**src/cooperative_task_scheduler_defines.svh**
```systemverilog
// Assertion macros for the cooperative task scheduler.
// No dependencies; included by the top level.
`ifndef COOPERATIVE_TASK_SCHEDULER_DEFINES_SVH
`define COOPERATIVE_TASK_SCHEDULER_DEFINES_SVH
// Implication checked every clock, disabled in reset.
`define CTS_ASSERT_IMPL(label, ante, cons, msg) \
  label: assert property (@(posedge clk) disable iff (rst) (ante) |-> (cons)) else $error(msg);
// Next-cycle implication.
`define CTS_ASSERT_NEXT(label, ante, cons, msg) \
  label: assert property (@(posedge clk) disable iff (rst) (ante) |=> (cons)) else $error(msg);
`endif

```
**src/cts_pkg.sv**
```systemverilog
// Shared types and constants for the cooperative task scheduler.
// No dependencies.
package cts_pkg;
  localparam int NUM_SLOTS_DEF = 8;
  localparam int MAX_OUT = 8;

  typedef enum logic [2:0] {
    KIND_TICK     = 3'd0,
    KIND_ADD      = 3'd1,
    KIND_DEL      = 3'd2,
    KIND_DEL_ALL  = 3'd3,
    KIND_DISPATCH = 3'd4
  } kind_t;

  localparam logic [1:0] ST_OK      = 2'd0;
  localparam logic [1:0] ST_FULL    = 2'd1;
  localparam logic [1:0] ST_BAD     = 2'd2;
  localparam logic [1:0] ST_NOREADY = 2'd3;

  typedef struct packed {
    logic [2:0]  kind;
    logic [15:0] task_handle;
    logic [7:0]  first_delay;
    logic [15:0] period;
    logic [3:0]  slot;
  } cmd_t;

  typedef struct packed {
    logic [2:0]  slot_out;
    logic [15:0] handle_out;
    logic [1:0]  status;
    logic        last;
  } res_t;
endpackage

```
**src/cts_if.sv**
```systemverilog
// Valid/ready channel interfaces for requests and results.
// Depends on cts_pkg.
interface cts_cmd_if;
  logic              valid;
  logic              ready;
  cts_pkg::cmd_t     data;
  modport source (output valid, output data, input ready);
  modport sink (input valid, input data, output ready);
endinterface

interface cts_res_if;
  logic              valid;
  logic              ready;
  cts_pkg::res_t     data;
  modport source (output valid, output data, input ready);
  modport sink (input valid, input data, output ready);
endinterface

```
**src/cooperative_task_scheduler.sv**
```systemverilog
// Cooperative task scheduler top level: front queue plus slot-table back end.
// Depends on cts_pkg, cts_if, cts_front, cts_back and the defines header.
//
// Usage: requests arrive on cmd (valid/ready, payload kind, task_handle,
// first_delay, period, slot); results leave on res (slot_out, handle_out,
// status, last). Each request yields one or more results; last marks the
// final one. Kinds 5 to 7 are dropped with no result.
// Add, delete and delete-all give their result from the result register
// once the back end pops them from the queue. Tick and dispatch walk the
// table one slot per cycle, set by the single table sequencer in the back
// end; dispatch gives its final result from a separate output state after
// the walk, and its walk pauses while res stalls.
// A two-entry request queue lets the front keep accepting while the back
// end is busy; cmd.ready drops only when that queue is full.
// Reset (rst, synchronous): empties the queue, frees every slot and clears
// every count. A stalled receiver holds the result register and pauses the
// dispatch walk; nothing is lost.
`include "cooperative_task_scheduler_defines.svh"
module cooperative_task_scheduler #(
  parameter int NUM_SLOTS = cts_pkg::NUM_SLOTS_DEF
) (
  input logic       clk,
  input logic       rst,
  cts_cmd_if.sink   cmd,
  cts_res_if.source res
);
  import cts_pkg::*;

  cmd_t q_data;
  logic q_valid;
  logic q_pop;

  cts_front u_front (
    .clk, .rst, .cmd,
    .q_data, .q_valid, .q_pop
  );

  cts_back #(.NUM_SLOTS(NUM_SLOTS)) u_back (
    .clk, .rst,
    .q_data, .q_valid, .q_pop,
    .res
  );

  // A stalled result must hold its value.
  `CTS_ASSERT_NEXT(a_res_hold, res.valid && !res.ready, res.valid && $stable(res.data), "result changed while stalled")
  // Queue never pops when empty.
  `CTS_ASSERT_IMPL(a_pop_valid, q_pop, q_valid, "pop from empty queue")
  // Non-final results always report ok.
  `CTS_ASSERT_IMPL(a_mid_ok, res.valid && !res.data.last, res.data.status == ST_OK, "bad status mid-dispatch")
endmodule

```
**src/cts_front.sv**
```systemverilog
// Front end: accepts requests, drops unknown kinds, queues the rest.
// Depends on cts_pkg.
module cts_front (
  input  logic          clk,
  input  logic          rst,
  cts_cmd_if.sink       cmd,
  output cts_pkg::cmd_t q_data,
  output logic          q_valid,
  input  logic          q_pop
);
  import cts_pkg::*;

  // two-entry queue
  cmd_t       mem [2];
  logic       wr_ptr, rd_ptr;
  logic [1:0] count;
  logic       push, known;

  assign known = (cmd.data.kind <= KIND_DISPATCH);
  assign cmd.ready = (count != 2'd2);
  assign push = cmd.valid && cmd.ready && known;
  assign q_valid = (count != 2'd0);
  assign q_data = mem[rd_ptr];

  always_ff @(posedge clk) begin
    if (rst) begin
      wr_ptr <= 1'b0;
      rd_ptr <= 1'b0;
      count <= 2'd0;
    end else begin
      if (push) wr_ptr <= ~wr_ptr;
      if (q_pop) rd_ptr <= ~rd_ptr;
      count <= count + {1'b0, push} - {1'b0, q_pop};
    end
    if (push) mem[wr_ptr] <= cmd.data;
  end
endmodule

```
**src/cts_back.sv**
```systemverilog
// Back end: slot table and the per-slot sequencer for tick and dispatch.
// Depends on cts_pkg.
module cts_back #(
  parameter int NUM_SLOTS = cts_pkg::NUM_SLOTS_DEF
) (
  input  logic          clk,
  input  logic          rst,
  input  cts_pkg::cmd_t q_data,
  input  logic          q_valid,
  output logic          q_pop,
  cts_res_if.source     res
);
  import cts_pkg::*;

  localparam int IW = (NUM_SLOTS > 1) ? $clog2(NUM_SLOTS) : 1;
  localparam int CW = $clog2(NUM_SLOTS + 1);

  typedef enum logic [2:0] {
    S_IDLE = 3'b001,
    S_SCAN = 3'b010,
    S_OUT  = 3'b100
  } state_t;

  state_t         state;
  logic [NUM_SLOTS-1:0] valid;
  logic [15:0]    handle  [NUM_SLOTS];
  logic [15:0]    delay   [NUM_SLOTS];
  logic [15:0]    period  [NUM_SLOTS];
  logic [7:0]     pending [NUM_SLOTS];
  logic [IW-1:0]  idx;
  logic [CW-1:0]  nout;
  logic           is_tick;
  logic           last_slot;
  // one dispatched result held until the next one (or the end) shows last
  res_t           hold;
  logic           hold_v;

  logic [IW-1:0]  free_idx;
  logic           free_found;
  logic           out_free;

  always_comb begin
    free_idx = '0;
    free_found = 1'b0;
    for (int i = NUM_SLOTS - 1; i >= 0; i--) begin
      if (!valid[i]) begin
        free_idx = IW'(i);
        free_found = 1'b1;
      end
    end
  end

  assign out_free = !res.valid || res.ready;
  assign last_slot = (CW'(idx) == CW'(NUM_SLOTS - 1));
  assign q_pop = (state == S_IDLE) && q_valid && out_free;

  always_ff @(posedge clk) begin
    if (rst) begin
      state <= S_IDLE;
      valid <= '0;
      res.valid <= 1'b0;
      hold_v <= 1'b0;
      for (int i = 0; i < NUM_SLOTS; i++) begin
        pending[i] <= '0;
        delay[i] <= '0;
        period[i] <= '0;
        handle[i] <= '0;
      end
    end else begin
      if (res.valid && res.ready) res.valid <= 1'b0;
      unique case (state)
        S_IDLE: begin
          if (q_pop) begin
            res.data <= '{slot_out: 3'd0, handle_out: 16'd0, status: ST_OK, last: 1'b1};
            unique case (q_data.kind)
              KIND_TICK, KIND_DISPATCH: begin
                idx <= '0;
                nout <= '0;
                hold_v <= 1'b0;
                is_tick <= (q_data.kind == KIND_TICK);
                state <= S_SCAN;
              end
              KIND_ADD: begin
                res.valid <= 1'b1;
                if (free_found) begin
                  valid[free_idx] <= 1'b1;
                  handle[free_idx] <= q_data.task_handle;
                  delay[free_idx] <= {8'd0, q_data.first_delay};
                  period[free_idx] <= q_data.period;
                  pending[free_idx] <= '0;
                  res.data.slot_out <= 3'(free_idx);
                end else begin
                  res.data.status <= ST_FULL;
                end
              end
              KIND_DEL: begin
                res.valid <= 1'b1;
                if (32'(q_data.slot) >= NUM_SLOTS) begin
                  res.data.status <= ST_BAD;
                end else begin
                  valid[IW'(q_data.slot)] <= 1'b0;
                  handle[IW'(q_data.slot)] <= '0;
                  delay[IW'(q_data.slot)] <= '0;
                  period[IW'(q_data.slot)] <= '0;
                  pending[IW'(q_data.slot)] <= '0;
                  res.data.slot_out <= 3'(q_data.slot);
                end
              end
              default: begin
                res.valid <= 1'b1;
                valid <= '0;
                for (int i = 0; i < NUM_SLOTS; i++) begin
                  handle[i] <= '0;
                  delay[i] <= '0;
                  period[i] <= '0;
                  pending[i] <= '0;
                end
              end
            endcase
          end
        end
        S_SCAN: begin
          // one slot per cycle; dispatch steps only while the result register is free
          if (is_tick) begin
            if (valid[idx]) begin
              if (delay[idx] == '0) begin
                if (pending[idx] != 8'hFF) pending[idx] <= pending[idx] + 8'd1;
                if (period[idx] != '0) delay[idx] <= period[idx];
              end else begin
                delay[idx] <= delay[idx] - 16'd1;
              end
            end
            if (last_slot) begin
              res.valid <= 1'b1;
              state <= S_IDLE;
            end else begin
              idx <= idx + 1'b1;
            end
          end else if (out_free) begin
            if (valid[idx] && pending[idx] != '0 && nout < CW'(MAX_OUT)) begin
              if (hold_v) begin
                res.valid <= 1'b1;
                res.data <= hold;
              end
              hold <= '{slot_out: 3'(idx), handle_out: handle[idx], status: ST_OK,
                        last: 1'b0};
              hold_v <= 1'b1;
              nout <= nout + 1'b1;
              if (period[idx] == '0) begin
                valid[idx] <= 1'b0;
                handle[idx] <= '0;
                delay[idx] <= '0;
                pending[idx] <= '0;
              end else begin
                pending[idx] <= pending[idx] - 8'd1;
              end
            end
            if (last_slot) state <= S_OUT;
            else idx <= idx + 1'b1;
          end
        end
        S_OUT: begin
          if (out_free) begin
            res.valid <= 1'b1;
            if (hold_v) res.data <= '{slot_out: hold.slot_out, handle_out: hold.handle_out,
                                      status: ST_OK, last: 1'b1};
            else res.data <= '{slot_out: 3'd0, handle_out: 16'd0, status: ST_NOREADY,
                               last: 1'b1};
            hold_v <= 1'b0;
            state <= S_IDLE;
          end
        end
        default: state <= S_IDLE;
      endcase
    end
  end
endmodule

```
**src/flat_wrapper.sv**
```systemverilog
// flat-port wrapper written by rule: the top's interface ports become plain ports
module cooperative_task_scheduler_flat import cts_pkg::*;
#(
  parameter int NUM_SLOTS = cts_pkg::NUM_SLOTS_DEF
)
  (clk, rst, cmd_valid, cmd_data, cmd_ready, res_valid, res_data, res_ready);
  cts_cmd_if cmd_i ();
  cts_res_if res_i ();
  input logic clk;
  input logic rst;
  input wire logic [$bits(cmd_i.valid)-1:0] cmd_valid;
  input wire logic [$bits(cmd_i.data)-1:0] cmd_data;
  output wire logic [$bits(cmd_i.ready)-1:0] cmd_ready;
  output wire logic [$bits(res_i.valid)-1:0] res_valid;
  output wire logic [$bits(res_i.data)-1:0] res_data;
  input wire logic [$bits(res_i.ready)-1:0] res_ready;
  assign cmd_i.valid = cmd_valid;
  assign cmd_i.data = cmd_data;
  assign cmd_ready = cmd_i.ready;
  assign res_valid = res_i.valid;
  assign res_data = res_i.data;
  assign res_i.ready = res_ready;
  cooperative_task_scheduler #(.NUM_SLOTS(NUM_SLOTS)) u_core (.clk(clk), .rst(rst), .cmd(cmd_i), .res(res_i));
endmodule
```
**config.mk**
```make
export PLATFORM = sky130hd
export DESIGN_NAME = cooperative_task_scheduler_flat
export DESIGN_NICKNAME = d
export VERILOG_FILES = /design/src/cts_pkg.sv /design/src/cts_if.sv /design/src/cooperative_task_scheduler.sv /design/src/cts_front.sv /design/src/cts_back.sv /design/src/flat_wrapper.sv
export VERILOG_INCLUDE_DIRS = /design/src /design/src/src
export SDC_FILE = /design/constraint.sdc
export NUM_CORES = 1
export LEC_CHECK = 0
export ABC_AREA = 1
export ABC_CLOCK_PERIOD_IN_PS = 8500
export BUFFER_PORTS_ARGS = -buffer_cell sky130_fd_sc_hd__buf_2
export CAP_MARGIN = 20
export CORE_ASPECT_RATIO = 1.75
export CORE_MARGIN = 1.5
export CORE_UTILIZATION = 40
export DETAILED_ROUTE_END_ITERATION = 10
export PLACE_DENSITY_LB_ADDON = 0.08
export SLEW_MARGIN = 20
export SYNTH_ARGS = -nofsm -noshare
export SYNTH_HDL_FRONTEND = slang
export SYNTH_SLANG_ARGS = --single-unit
```
**constraint.sdc**
```tcl
create_clock -name clk -period 8.5 [get_ports clk]
set_input_delay 0.425 -clock clk [delete_from_list [all_inputs] [get_ports clk]]
set_output_delay 0.425 -clock clk [all_outputs]
set_load 0.02 [all_outputs]
```
==> flow_summary.yaml <==
final_layout:
  final_common_cell: "nor2_1"
  area_growth_pct: 12.2
  fillCellCount: 6667
  drive_gt1_share_pct: 10.8
  finalNetCount: 2936
  final_cell_mix: "nor2_1 (663), edfxtp_1 (591), nand2_1 (532)"
  insertedDiodeCount: 0
yosys:
  synthFlopType: "edfxtp_1"
  synth_warnings: 0
  synth_cell_type_count: 48
  netlist_instances: 2794
  synthArstFlopShare_pct: 0
  synth.area.top_cells: "edfxtp_1 (63%), nor2_1 (8.9%), nand2_1 (7.1%)"
  synth_area_leader_cell: "edfxtp_1"
  synth_seq_cells: 612
  synth-edff-count: 591
  ys_seq_area_share_pct: 64.5
  synth.net_count: 2853
  synth_area_per_cell_sq_um: 10.1
  syn_area_sq_um: 28200
  synth_top_area_share_pct: 63.0
grt:
  grt_use_total_pct: 24.4
  grt_pass1_wl_um: 129000
  overflow: 0
  grt_max_degree: 99
  antenna_found_initial: 0
  grt_pass1_vias: 20700
clock_network:
  ctsResizeCount: 0
  clk_latency_ns: 0.65
  clk_path_buf_depth: 3
  root_buffer: "clkbuf_16"
  clock_sinks: 612
  cts_made_buffers: 57
  cts_tree: "done"
  cts.htree.levels: 2
  clk_transition_reported_paths_ns: 0.07
power_and_ir_drop:
  p_leak_nw: 12.4
  vdd.ir_drop.worst_uv: 209
  cellPowerDensity_nw_per_um2: 319
status:
  status: "completed"
timing:
  period_share_pct: 70.5
  fmax_mhz: 167
  finalCriticalPeriod_ns: 5.99
  setup_viol: 0
  rsz0062_at_grt: "no"
  hold_slack_ns: 0.0449
  clock_skew_ns: 0.0203
  worst_pin_slew_ns: 1.24
  finalMaxSlewViolations: 0
  final_hold_viol_count: 0
  fin_tns_setup_ns: 0
  maxSlewHeadroom_pct: 17.1
placement:
  gp_congestion: 0.911
  dpl.hpwl_um: 60700
  port_buffers: 74
setup_path:
  path_class: "reg -> reg"
  critPathCaptureType: "flop"
  path_max_fanout: 98
  critPathRequiredTime_ns: 8.77
  arrival_ns: 6.27
  worstSetupStartpointType: "flop"
  worst_r2r_path_depth: 18
floorplanning:
  die_width_um: 204
  die_h_um: 354
  die_area_sq_um: 72000
  num_rows: 128
  coreArea_sq_um: 69700
  ios: 75
  start_util_pct: 40.4
drt:
  avgRoutedWirePerCell_um: 22.8
  initialDrtViolationCount: 1544
  drc: 0
  vias: 20200
  detail-route-antenna-nets: 0
  via_per_inst: 5.26
  wirelength_um: 87400
  drtPass1Iterations: 6
min_path:
  hold_path.class: "in -> reg"
  whs_path_depth: 1
run:
  max_cap_violations: 0
==> final cells by class <==
cell class | instances | area, sq um | share of cell area, %
Inverter | 251 | 945 | 2.99
Sequential cell | 612 | 18200 | 57.5
Timing Repair Buffer | 149 | 1050 | 3.32
Tap cell | 910 | 1140 | 3.60
Multi-Input combinational cell | 1806 | 8430 | 26.7
Clock inverter | 40 | 380 | 1.20
Clock buffer | 66 | 1480 | 4.69
==> worst paths after layout <==
kind	from	endpoint	slack [ns]
max	flop	u_core.u_back.delay[7][7]	2.51
min	cmd_data[46]	u_core.u_front.mem[1][46]	0.04
max reg2reg	flop	u_core.u_back.delay[7][7]	2.51
min reg2reg	u_core.u_front.rd_ptr	u_core.u_front.rd_ptr	0.46
==> what timing repair did <==
item / CTS / global route
setup buffers: 0 / 0
hold endpoints to repair: 92 / 0
hold buffers: 46 / 0
==> metrics by stage <==
stage / utilization [%] / cell area [sq um] / power (mW) / setup slack, ns / cells
finish: 45.4 / 31600 / 10.1 / 2.51 / 3834
global route: 45.4 / 31600 / 10.6 / 2.03 / 3834
CTS: 45.4 / 31600 / 10.2 / 2.52 / 3834
detailed placement: 42.0 / 29300 / 7.55 / 2.53 / 3682
global placement: 42.0 / 29200 / 7.50 / 2.57 / 3678
floorplan: - / 28200 / 6.34 / 4.53 / 2794
==> synthesized netlist by cell type, drive strengths merged, types with 2 or more instances <==
library cell and n:
a211oi 4, nor2 690, a31oi 3, xnor2 5
a21oi 41, a221oi 15, xor2 15, nor4 2
ha 8, a22o 15, buf 74, o22ai 13
a22oi 20, nand2 559, clkinv 3, o211ai 28
o21ai 155, edfxtp 591, inv 248, nand4 30
or2 2, nand3 150, dfxtp 21, mux2 24
nor3 15, o31ai 3, o311ai 2, clkbuf 51
==> metal layers <==
metal / wire length (um) / track usage, %
met2: 48800 / 48.0
met1: 31000 / 25.2
met3: 3000 / 2.43
met5: 0 / 0
met4: 4630 / 12.2
==> registers in the layout, summed over array words and instances (netlist names), named ones only <==
register / flops
u_core.u_back.delay: 128
u_core.u_back.handle: 128
u_core.u_back.hold: 19
u_core.u_back.hold_v: 1
u_core.u_back.idx: 3
u_core.u_back.is_tick: 1
u_core.u_back.nout: 4
u_core.u_back.pending: 64
u_core.u_back.period: 128
u_core.u_back.res.data: 22
u_core.u_back.res.valid: 1
u_core.u_back.state: 3
u_core.u_back.valid: 8
u_core.u_front.count: 2
u_core.u_front.mem: 94
u_core.u_front.rd_ptr: 1
u_core.u_front.wr_ptr: 1
==> worst max-delay path, cell delays in order, from the launching register on <==
cell and delay (ns):
dfxtp_4 0.86, inv_4 0.44, buf_4 0.55, o21ai_0 0.29, o22ai_1 0.09, o21ai_0 0.42
ha_1 0.24, nand2_1 0.06, nor2_1 0.11, nand3_1 0.11, nor2_2 0.15, nand2_1 0.06
nand2_1 0.35, nand2_2 0.28, nand2_1 0.11, o21ai_1 0.11, nor2_1 0.31, nand2_2 0.33
nand2_1 0.66
==> cell families after synthesis <==
| family | after synthesis | share of synthesized area, % |
|---|---|---|
| simple gates | 1448 | 20.9 |
| xor+xnor | 20 | 0.622 |
| compound gates | 306 | 6.88 |
| fa+ha+maj | 8 | 0.356 |
| flops | 612 | 64.5 |
| mux | 24 | 0.960 |
| buf+inv | 376 | 5.74 |
==> where the power goes <==
part	total (mW)	switching [mW]	internal, mW
combinational	3.17	2.38	0.785
clock	2.61	1.18	1.44
sequential	4.31	0.300	4.01
total	10.1	3.86	6.23
(Power assumes the default switching activity.)
